## config.mk

```make
export PLATFORM = sky130hd
export DESIGN_NAME = rounded_rect_shadow_alpha_top
export DESIGN_NICKNAME = d
export VERILOG_FILES = /design/src/hw/rtl/rrsa_pkg.sv /design/src/hw/rtl/rrsa_isqrt.sv /design/src/hw/rtl/rounded_rect_shadow_alpha_top.sv
export SDC_FILE = /design/constraint.sdc
export NUM_CORES = 2
export LEC_CHECK = 0
export BUFFER_PORTS_ARGS = -buffer_cell sky130_fd_sc_hd__buf_2
export CORE_ASPECT_RATIO = 0.8
export CORE_MARGIN = 4
export CORE_UTILIZATION = 50
export DETAILED_ROUTE_END_ITERATION = 8
export PLACE_DENSITY = 0.61
export SYNTH_ARGS = -nofsm -noshare
export SYNTH_HDL_FRONTEND = slang
export SYNTH_HIERARCHICAL = 1
export SYNTH_SLANG_ARGS = --single-unit
export TNS_END_PERCENT = 30
```

## constraint.sdc

```tcl
create_clock -name clock -period 20.1 [get_ports clock]
set_clock_uncertainty 0.2 [all_clocks]
set_input_delay 4.02 -clock clock [delete_from_list [all_inputs] [get_ports clock]]
set_output_delay 4.02 -clock clock [all_outputs]
set_load 0.01 [all_outputs]
```

## src/hw/rtl/rrsa_pkg.sv

```systemverilog
`default_nettype none
// ----------------------------------------------------------------------------
// rrsa_pkg
// Shared types, constants and the fold helper for the rounded-rectangle
// shadow alpha pipeline.
// ----------------------------------------------------------------------------
package rrsa_pkg;

   localparam int COORD_BITS_DEF = 16;
   localparam int FOLD_W         = 19;
   localparam int DIST_W         = 10;
   localparam int FOLD_MAX       = 1023;
   localparam int LIN_W          = DIST_W + 4;
   localparam int RAD_W          = 2 * DIST_W + 1 + 8;
   localparam int ROOT_W         = 16;
   localparam int ROOT_STG       = ROOT_W / 2;
   localparam int ST_REL         = 0;
   localparam int ST_FOLD        = 1;
   localparam int ST_SQ          = 2;
   localparam int ST_ROOT        = 3;
   localparam int ST_CMP         = ST_ROOT + ROOT_STG;
   localparam int ST_MUL         = ST_CMP + 1;
   localparam int ST_OUT         = ST_MUL + 1;
   localparam int NSTG           = ST_OUT + 1;

   typedef enum logic [2:0] {
      REG_ORIGIN_X     = 3'd0,
      REG_ORIGIN_Y     = 3'd1,
      REG_BOX_WIDTH    = 3'd2,
      REG_BOX_HEIGHT   = 3'd3,
      REG_OUTER_RADIUS = 3'd4,
      REG_INNER_BORDER = 3'd5,
      REG_ALPHA_FULL   = 3'd6,
      REG_ALPHA_SLOPE  = 3'd7
   } rrsa_reg_type;

   typedef struct packed {
      logic             both;
      logic [LIN_W-1:0] d_lin;
   } rrsa_side_type;

   typedef struct packed {
      logic              pos;
      logic [DIST_W-1:0] mag;
   } rrsa_fold_type;

   function automatic rrsa_fold_type fold_dist(input logic signed [FOLD_W-1:0] rel,
                                               input logic [14:0] size,
                                               input logic [8:0] rad);
      logic signed [FOLD_W-1:0] s;
      logic signed [FOLD_W-1:0] r;
      logic signed [FOLD_W-1:0] f;
      rrsa_fold_type            res;
      s = signed'(FOLD_W'(size));
      r = signed'(FOLD_W'(rad));
      if (rel >= s - r) begin
         f = rel + r - s + FOLD_W'(1);
      end else begin
         f = r - rel;
      end
      res.pos = (f > FOLD_W'(0));
      if (f > FOLD_W'(FOLD_MAX)) begin
         res.mag = '1;
      end else begin
         res.mag = f[DIST_W-1:0];
      end
      return res;
   endfunction

endpackage
`default_nettype wire

```

## src/hw/rtl/rrsa_isqrt.sv

```systemverilog
`default_nettype none
// ----------------------------------------------------------------------------
// rrsa_isqrt
// Pipelined integer square root with a 16-bit result, two result bits per stage, carrying
// the side data of each request alongside.
// ----------------------------------------------------------------------------
module rrsa_isqrt (
   input  wire logic                          clock,
   input  wire logic [rrsa_pkg::ROOT_STG-1:0] stage_en,
   input  wire logic [rrsa_pkg::RAD_W-1:0]    rad_in,
   input  wire rrsa_pkg::rrsa_side_type       side_in,
   output logic [rrsa_pkg::ROOT_W-1:0]        root_out,
   output rrsa_pkg::rrsa_side_type            side_out
);
   import rrsa_pkg::*;

   typedef struct packed {
      logic [ROOT_W-1:0] r;
      logic [RAD_W-1:0]  sq;
   } acc_type;

   function automatic acc_type root_bit(input logic [RAD_W-1:0] v, input acc_type acc,
                                        input logic [3:0] b);
      logic [31:0] trial;
      acc_type     res;
      res   = acc;
      trial = 32'(acc.sq) + (32'(acc.r) << (5'(b) + 5'd1)) + (32'd1 << {b, 1'b0});
      if (trial <= 32'(v)) begin
         res.sq = trial[RAD_W-1:0];
         res.r  = acc.r | (ROOT_W'(1) << b);
      end
      return res;
   endfunction

   logic [RAD_W-1:0] v_ff  [ROOT_STG-1];
   logic [RAD_W-1:0] sq_ff [ROOT_STG-1];
   logic [ROOT_W-1:0] r_ff [ROOT_STG];
   rrsa_side_type side_ff  [ROOT_STG];
   acc_type acc_in [ROOT_STG];

   always_comb begin
      acc_type          a;
      logic [RAD_W-1:0] v;
      for (int j = 0; j < ROOT_STG; j++) begin
         if (j == 0) begin
            a.r  = '0;
            a.sq = '0;
            v    = rad_in;
         end else begin
            a.r  = r_ff[j-1];
            a.sq = sq_ff[j-1];
            v    = v_ff[j-1];
         end
         a          = root_bit(v, a, 4'(ROOT_W - 1 - 2 * j));
         a          = root_bit(v, a, 4'(ROOT_W - 2 - 2 * j));
         acc_in[j]  = a;
      end
   end

   always_ff @(posedge clock) begin
      for (int j = 0; j < ROOT_STG; j++) begin
         if (stage_en[j]) begin
            r_ff[j]    <= acc_in[j].r;
            side_ff[j] <= (j == 0) ? side_in : side_ff[(j == 0) ? 0 : j - 1];
         end
      end
      for (int j = 0; j < ROOT_STG - 1; j++) begin
         if (stage_en[j]) begin
            sq_ff[j] <= acc_in[j].sq;
            v_ff[j]  <= (j == 0) ? rad_in : v_ff[(j == 0) ? 0 : j - 1];
         end
      end
   end

   assign root_out = r_ff[ROOT_STG-1];
   assign side_out = side_ff[ROOT_STG-1];

endmodule
`default_nettype wire

```

## src/hw/rtl/rounded_rect_shadow_alpha_top.sv

```systemverilog
`default_nettype none
// ----------------------------------------------------------------------------
// rounded_rect_shadow_alpha_top
// Alpha of a blurred rounded-rectangle shadow, one pixel per request.
// ----------------------------------------------------------------------------
// Takes one pixel request per clock when the response side does not stall
// and returns its alpha. The depth of the pipeline is set by the square
// root, which resolves two result bits per stage over eight stages, framed
// by offset, fold, square-sum, compare, multiply and output stages. Stalls
// back up only as far as the first empty stage, so bubbles are absorbed.
// Write the control registers only while no request is in flight.
module rounded_rect_shadow_alpha_top #(
   parameter int COORD_BITS = rrsa_pkg::COORD_BITS_DEF
) (
   input  wire logic        clock,
   input  wire logic        reset,
   input  wire logic        req_valid,
   output logic             req_stall,
   input  wire logic [15:0] req_pixel_x,
   input  wire logic [15:0] req_pixel_y,
   output logic             rsp_valid,
   input  wire logic        rsp_stall,
   output logic [7:0]       rsp_alpha,
   input  wire logic        csr_wen,
   input  wire logic [2:0]  csr_index,
   input  wire logic [15:0] csr_wdata
);
   import rrsa_pkg::*;

   localparam int REL_W = COORD_BITS + 1;

   logic [15:0] origin_x_ff;
   logic [15:0] origin_y_ff;
   logic [14:0] box_w_ff;
   logic [14:0] box_h_ff;
   logic [8:0]  outer_ff;
   logic [7:0]  inner_ff;
   logic [7:0]  full_ff;
   logic [15:0] slope_ff;

   always_ff @(posedge clock) begin
      if (reset) begin
         origin_x_ff <= '0;
         origin_y_ff <= '0;
         box_w_ff    <= '0;
         box_h_ff    <= '0;
         outer_ff    <= '0;
         inner_ff    <= '0;
         full_ff     <= '0;
         slope_ff    <= '0;
      end else if (csr_wen) begin
         case (rrsa_reg_type'(csr_index))
            REG_ORIGIN_X:     origin_x_ff <= csr_wdata;
            REG_ORIGIN_Y:     origin_y_ff <= csr_wdata;
            REG_BOX_WIDTH:    box_w_ff    <= csr_wdata[14:0];
            REG_BOX_HEIGHT:   box_h_ff    <= csr_wdata[14:0];
            REG_OUTER_RADIUS: outer_ff    <= csr_wdata[8:0];
            REG_INNER_BORDER: inner_ff    <= csr_wdata[7:0];
            REG_ALPHA_FULL:   full_ff     <= csr_wdata[7:0];
            REG_ALPHA_SLOPE:  slope_ff    <= csr_wdata;
            default: ;
         endcase
      end
   end

   // stage control
   logic [NSTG-1:0] vld_ff;
   logic [NSTG-1:0] vld_in;
   logic [NSTG-1:0] en;

   assign vld_in = {vld_ff[NSTG-2:0], req_valid};

   always_comb begin
      en[NSTG-1] = !vld_ff[NSTG-1] || !rsp_stall;
      for (int k = NSTG - 2; k >= 0; k--) begin
         en[k] = !vld_ff[k] || en[k+1];
      end
   end

   always_ff @(posedge clock) begin
      if (reset) begin
         vld_ff <= '0;
      end else begin
         for (int k = 0; k < NSTG; k++) begin
            if (en[k]) begin
               vld_ff[k] <= vld_in[k];
            end
         end
      end
   end

   assign req_stall = !en[ST_REL];
   assign rsp_valid = vld_ff[ST_OUT];

   // offset
   logic signed [REL_W-1:0] px_ext, py_ext, ox_ext, oy_ext;
   logic signed [REL_W-1:0] rx_ff, ry_ff;

   assign px_ext = REL_W'(signed'(req_pixel_x[COORD_BITS-1:0]));
   assign py_ext = REL_W'(signed'(req_pixel_y[COORD_BITS-1:0]));
   assign ox_ext = REL_W'(signed'(origin_x_ff[COORD_BITS-1:0]));
   assign oy_ext = REL_W'(signed'(origin_y_ff[COORD_BITS-1:0]));

   always_ff @(posedge clock) begin
      if (en[ST_REL]) begin
         rx_ff <= px_ext - ox_ext;
         ry_ff <= py_ext - oy_ext;
      end
   end

   // fold into one corner
   rrsa_fold_type fx_ff, fy_ff;

   always_ff @(posedge clock) begin
      if (en[ST_FOLD]) begin
         fx_ff <= fold_dist(FOLD_W'(rx_ff), box_w_ff, outer_ff);
         fy_ff <= fold_dist(FOLD_W'(ry_ff), box_h_ff, outer_ff);
      end
   end

   // squared distance and edge diffusion
   logic [2*DIST_W-1:0] sqx, sqy;
   logic [2*DIST_W:0]   sq_sum;
   logic [RAD_W-1:0]    rad_ff;
   rrsa_side_type       side_in, side_ff;

   assign sqx    = (2*DIST_W)'(fx_ff.mag) * (2*DIST_W)'(fx_ff.mag);
   assign sqy    = (2*DIST_W)'(fy_ff.mag) * (2*DIST_W)'(fy_ff.mag);
   assign sq_sum = (2*DIST_W+1)'(sqx) + (2*DIST_W+1)'(sqy);

   always_comb begin
      side_in.both = fx_ff.pos && fy_ff.pos;
      if (fx_ff.pos) begin
         side_in.d_lin = {fx_ff.mag, 4'b0000};
      end else if (fy_ff.pos) begin
         side_in.d_lin = {fy_ff.mag, 4'b0000};
      end else begin
         side_in.d_lin = '0;
      end
   end

   always_ff @(posedge clock) begin
      if (en[ST_SQ]) begin
         rad_ff  <= {sq_sum, 8'h00};
         side_ff <= side_in;
      end
   end

   // square root
   logic [ROOT_W-1:0] root;
   rrsa_side_type     side_root;

   rrsa_isqrt u_isqrt (
      .clock    (clock),
      .stage_en (en[ST_ROOT +: ROOT_STG]),
      .rad_in   (rad_ff),
      .side_in  (side_ff),
      .root_out (root),
      .side_out (side_root)
   );

   // border and radius compare
   logic [ROOT_W-1:0] d, lo, hi;
   logic              over_lo_ff, over_hi_ff;
   logic [ROOT_W-1:0] diff_ff;

   assign d  = side_root.both ? root : ROOT_W'(side_root.d_lin);
   assign lo = ROOT_W'({inner_ff, 4'b0000});
   assign hi = ROOT_W'({outer_ff, 4'b0000});

   always_ff @(posedge clock) begin
      if (en[ST_CMP]) begin
         over_lo_ff <= d > lo;
         over_hi_ff <= d > hi;
         diff_ff    <= d - lo;
      end
   end

   // ramp product
   logic [31:0] prod_ff;
   logic        m_over_lo_ff, m_over_hi_ff;

   always_ff @(posedge clock) begin
      if (en[ST_MUL]) begin
         prod_ff      <= 32'(diff_ff) * 32'(slope_ff);
         m_over_lo_ff <= over_lo_ff;
         m_over_hi_ff <= over_hi_ff;
      end
   end

   // alpha
   logic [19:0] drop;
   logic [7:0]  alpha_in;
   logic [7:0]  rsp_alpha_ff;

   assign drop = prod_ff[31:12];

   always_comb begin
      if (!m_over_lo_ff) begin
         alpha_in = full_ff;
      end else if (m_over_hi_ff || drop >= 20'(full_ff)) begin
         alpha_in = '0;
      end else begin
         alpha_in = full_ff - drop[7:0];
      end
   end

   always_ff @(posedge clock) begin
      if (en[ST_OUT]) begin
         rsp_alpha_ff <= alpha_in;
      end
   end

   assign rsp_alpha = rsp_alpha_ff;

endmodule
`default_nettype wire

```

==> run metrics <==
number of CTS-inserted buffers 77; Top cell by count, worst path o21ai_0; Core ar. 0.1149 mm²; CTS tree built; setup TNS 0 ps; arrival time worst endpoint 11440 ps; Slew @ Worst Pin 1232 ps; Post-synth top flop edfxtp_1; fraction of registers with async set/reset 0; Via density 5.495; global-route wire length before repair 222.0 mm; Ys Warns 6; Synth Register Bits 725; CP top delay family compound AO/OA/AOI/OAI gates; Total GRT Usage 0.2313; Area growth, synth to finish 7.581%; GRT overflow 0; nets@finish 6892; critical path's slowest cell o31ai_1; Final min period 11260 ps; outcome completed; PortBufs 65; Hold Vio Cnt, Final 0; Rows 111; HPWL after detailed placement 111.0 mm; Die Y 312.5 µm; share of cells above drive strength 1 0.05642; # Post-CTS Setup Buffers 0; synthesized area 0.05796 mm²; synthesized instance count 5788; final slew viol count 0; Ports 66; max-cap viol count 0; post-route DRC violation count 0; Die X 388.7 µm; Largest stage delay, worst path 630 ps; die area 0.1215 mm²; clock-pin slew on the worst setup and hold paths 70 ps; RSZ-0062 raised after global routing no; drt wl/cell 18.94 µm; initial antenna violation count 5; Final setup violation count 0; critical path data required time 20290 ps; largest net degree at the start of global routing 82; Hold Path Class register to register; DRT antenna net count 0; fin crit share 0.5600; peak fanout along the critical path 31; post-CTS sizing 0; drt initial violations 3007; routed via count 40630; worst skew pair latency 680 ps; Clock Sinks 725; Max clock buf depth 3; number of synthesized flops with an enable pin 608; Initial Util 0.5047; startpoint class of the critical path register; CP bufs+invs 1; Slew HR 0.1727; Hold Buf Count CTS 0; maximum clock frequency 88.84 MHz; synthesized area per cell 10.01 µm²; final wirelength 140.0 mm; vias in the first global route 39410; drt pass-1 iters 5; Placer Congestion 0.9301; H-tree depth 3; Setup crit end kind register; root buf cell clkbuf_16; crit path kind register to register; register area share after synthesis 0.3554; Synth cell types 101
==> metal layers <==
| metal | global-route usage | up-vias | part of all wire |
|---|---|---|---|
| met1 | 0.3482 | 19640 | 0.48 |
| li1 | - | 19820 | - |
| met4 | 0.05051 | 4 | 0.020 |
| met5 | 0 | - | 0.00019 |
| met2 | 0.3475 | 1007 | 0.43 |
| met3 | 0.04303 | 163 | 0.066 |
==> cell type report <==
cell class / count / area [µm²]
fillers: 10200 / 52500
multi-input cells: 4122 / 33740
flip-flops and latches: 725 / 20600
inverters: 793 / 2978
clock buffers: 91 / 2051
well taps: 1525 / 1908
clock inverters: 48 / 569.3
repair buffers: 88 / 500.5
diodes: 3 / 7.507
==> cell usage after synthesis, drive strengths merged, types with 29 or more instances <==
cell type	number	area share
a21o	113	0.015
a21oi	325	0.028
a31oi	36	0.0039
and2	189	0.020
and3	29	0.0031
buf	33	0.0037
clkbuf	126	0.0084
dfxtp	117	0.040
edfxtp	608	0.31
fa	352	0.12
ha	677	0.15
inv	792	0.051
mux2	53	0.010
nand2	729	0.047
nand2b	45	0.0049
nand3	89	0.0077
nand4	54	0.0058
nor2	261	0.017
nor2b	70	0.0077
nor3	61	0.0054
nor4	43	0.0046
o21a	40	0.0052
o21ai	192	0.017
xnor2	238	0.036
xor2	108	0.016
==> cell families after synthesis <==
group	count (synthesis)	synth area share
buffers and inverters	952	0.06344
xor gates and xnor gates	346	0.05228
adders and majority gates	1029	0.2677
DFF	725	0.3554
other	2	0.0001296
muxes	76	0.01446
AOI/OAI and AO/OA	970	0.1073
and+or+nand+nor	1688	0.1393
==> final timing paths <==
path / from / to / slack, ps / cells after the start
hold reg to reg: rad_ff[25] / u_isqrt/v_ff[0][25] / 200 / 0
hold / removal: rad_ff[25] / u_isqrt/v_ff[0][25] / 200 / 0
setup reg to reg: u_isqrt/r_ff[1][36] / u_isqrt/r_ff[1][48] / 8840 / 40
setup / recovery: u_isqrt/r_ff[1][36] / u_isqrt/r_ff[1][48] / 8840 / 40
==> registers in the layout, indices dropped and copies added (netlist names), 8 cells and up <==
signal	flops
u_isqrt/sq_ff	85
box_w_ff	15
rx_ff	17
rsp_alpha	8
diff_ff	16
u_isqrt/r_ff	64
u_isqrt/v_ff	203
outer_ff	9
ry_ff	17
origin_y_ff	16
box_h_ff	15
slope_ff	16
inner_ff	8
fx_ff	11
fy_ff	11
origin_x_ff	16
prod_ff	20
rad_ff	21
vld_ff	14
full_ff	8
u_isqrt/side_ff	120
side_ff	11
==> metrics by stage <==
stage          hold WS, ps    util  instance area [µm²]  setup WS, ps  std cells
6_report             204.9  0.5429                62360          8844       7395
5_1_grt              212.1  0.5429                62350          7996       7393
2_1_floorplan        200.3       -                58000          8186       5799
3_5_place_dp         204.5  0.5200                59730          9124       7253
4_1_cts              209.2  0.5429                62350          9047       7392
3_3_place_gp         202.5  0.5200                59730          9213       7253
==> placed cells by master, fill, tap and decap left out, types with 14 or more instances in the layout <==
cell	netlist	final
fa_1	352	352
o31ai_1	16	16
nand3_1	89	89
a21oi_1	325	325
o211ai_1	25	25
buf_4	16	24
inv_1	788	783
or3_1	15	15
mux2_2	50	50
and2_1	188	188
clkbuf_16	0	78
buf_2	8	64
nor3_1	60	59
edfxtp_1	608	608
a21o_1	113	113
or2_2	24	24
a21boi_0	25	24
nand2_1	729	727
o21ai_0	184	184
nand2b_1	45	45
dfxtp_1	117	117
o21a_1	40	40
nand4_1	54	54
mux2i_1	23	23
xor2_1	108	108
o21bai_1	20	20
and3_1	29	29
nor2_1	261	261
nand3b_1	14	14
xnor2_1	238	238
nor4_1	43	43
nor2b_1	69	69
a211oi_1	28	28
ha_1	677	677
a31oi_1	36	36
==> worst register-to-register path: cells and delay by family (launching register included) <==
family / cells / cell delay [ps]
AO/OA/AOI/OAI: 19 / 4350
XOR/XNOR: 1 / 120
flip-flops: 1 / 450
buffers and inverters: 1 / 600
AND/OR/NAND/NOR: 15 / 3920
adder cells (fa/ha/maj): 4 / 1350
Power is left out: the tool's default activity adds up to more than one toggle a clock period on the data nets, which glitch-free logic cannot reach.
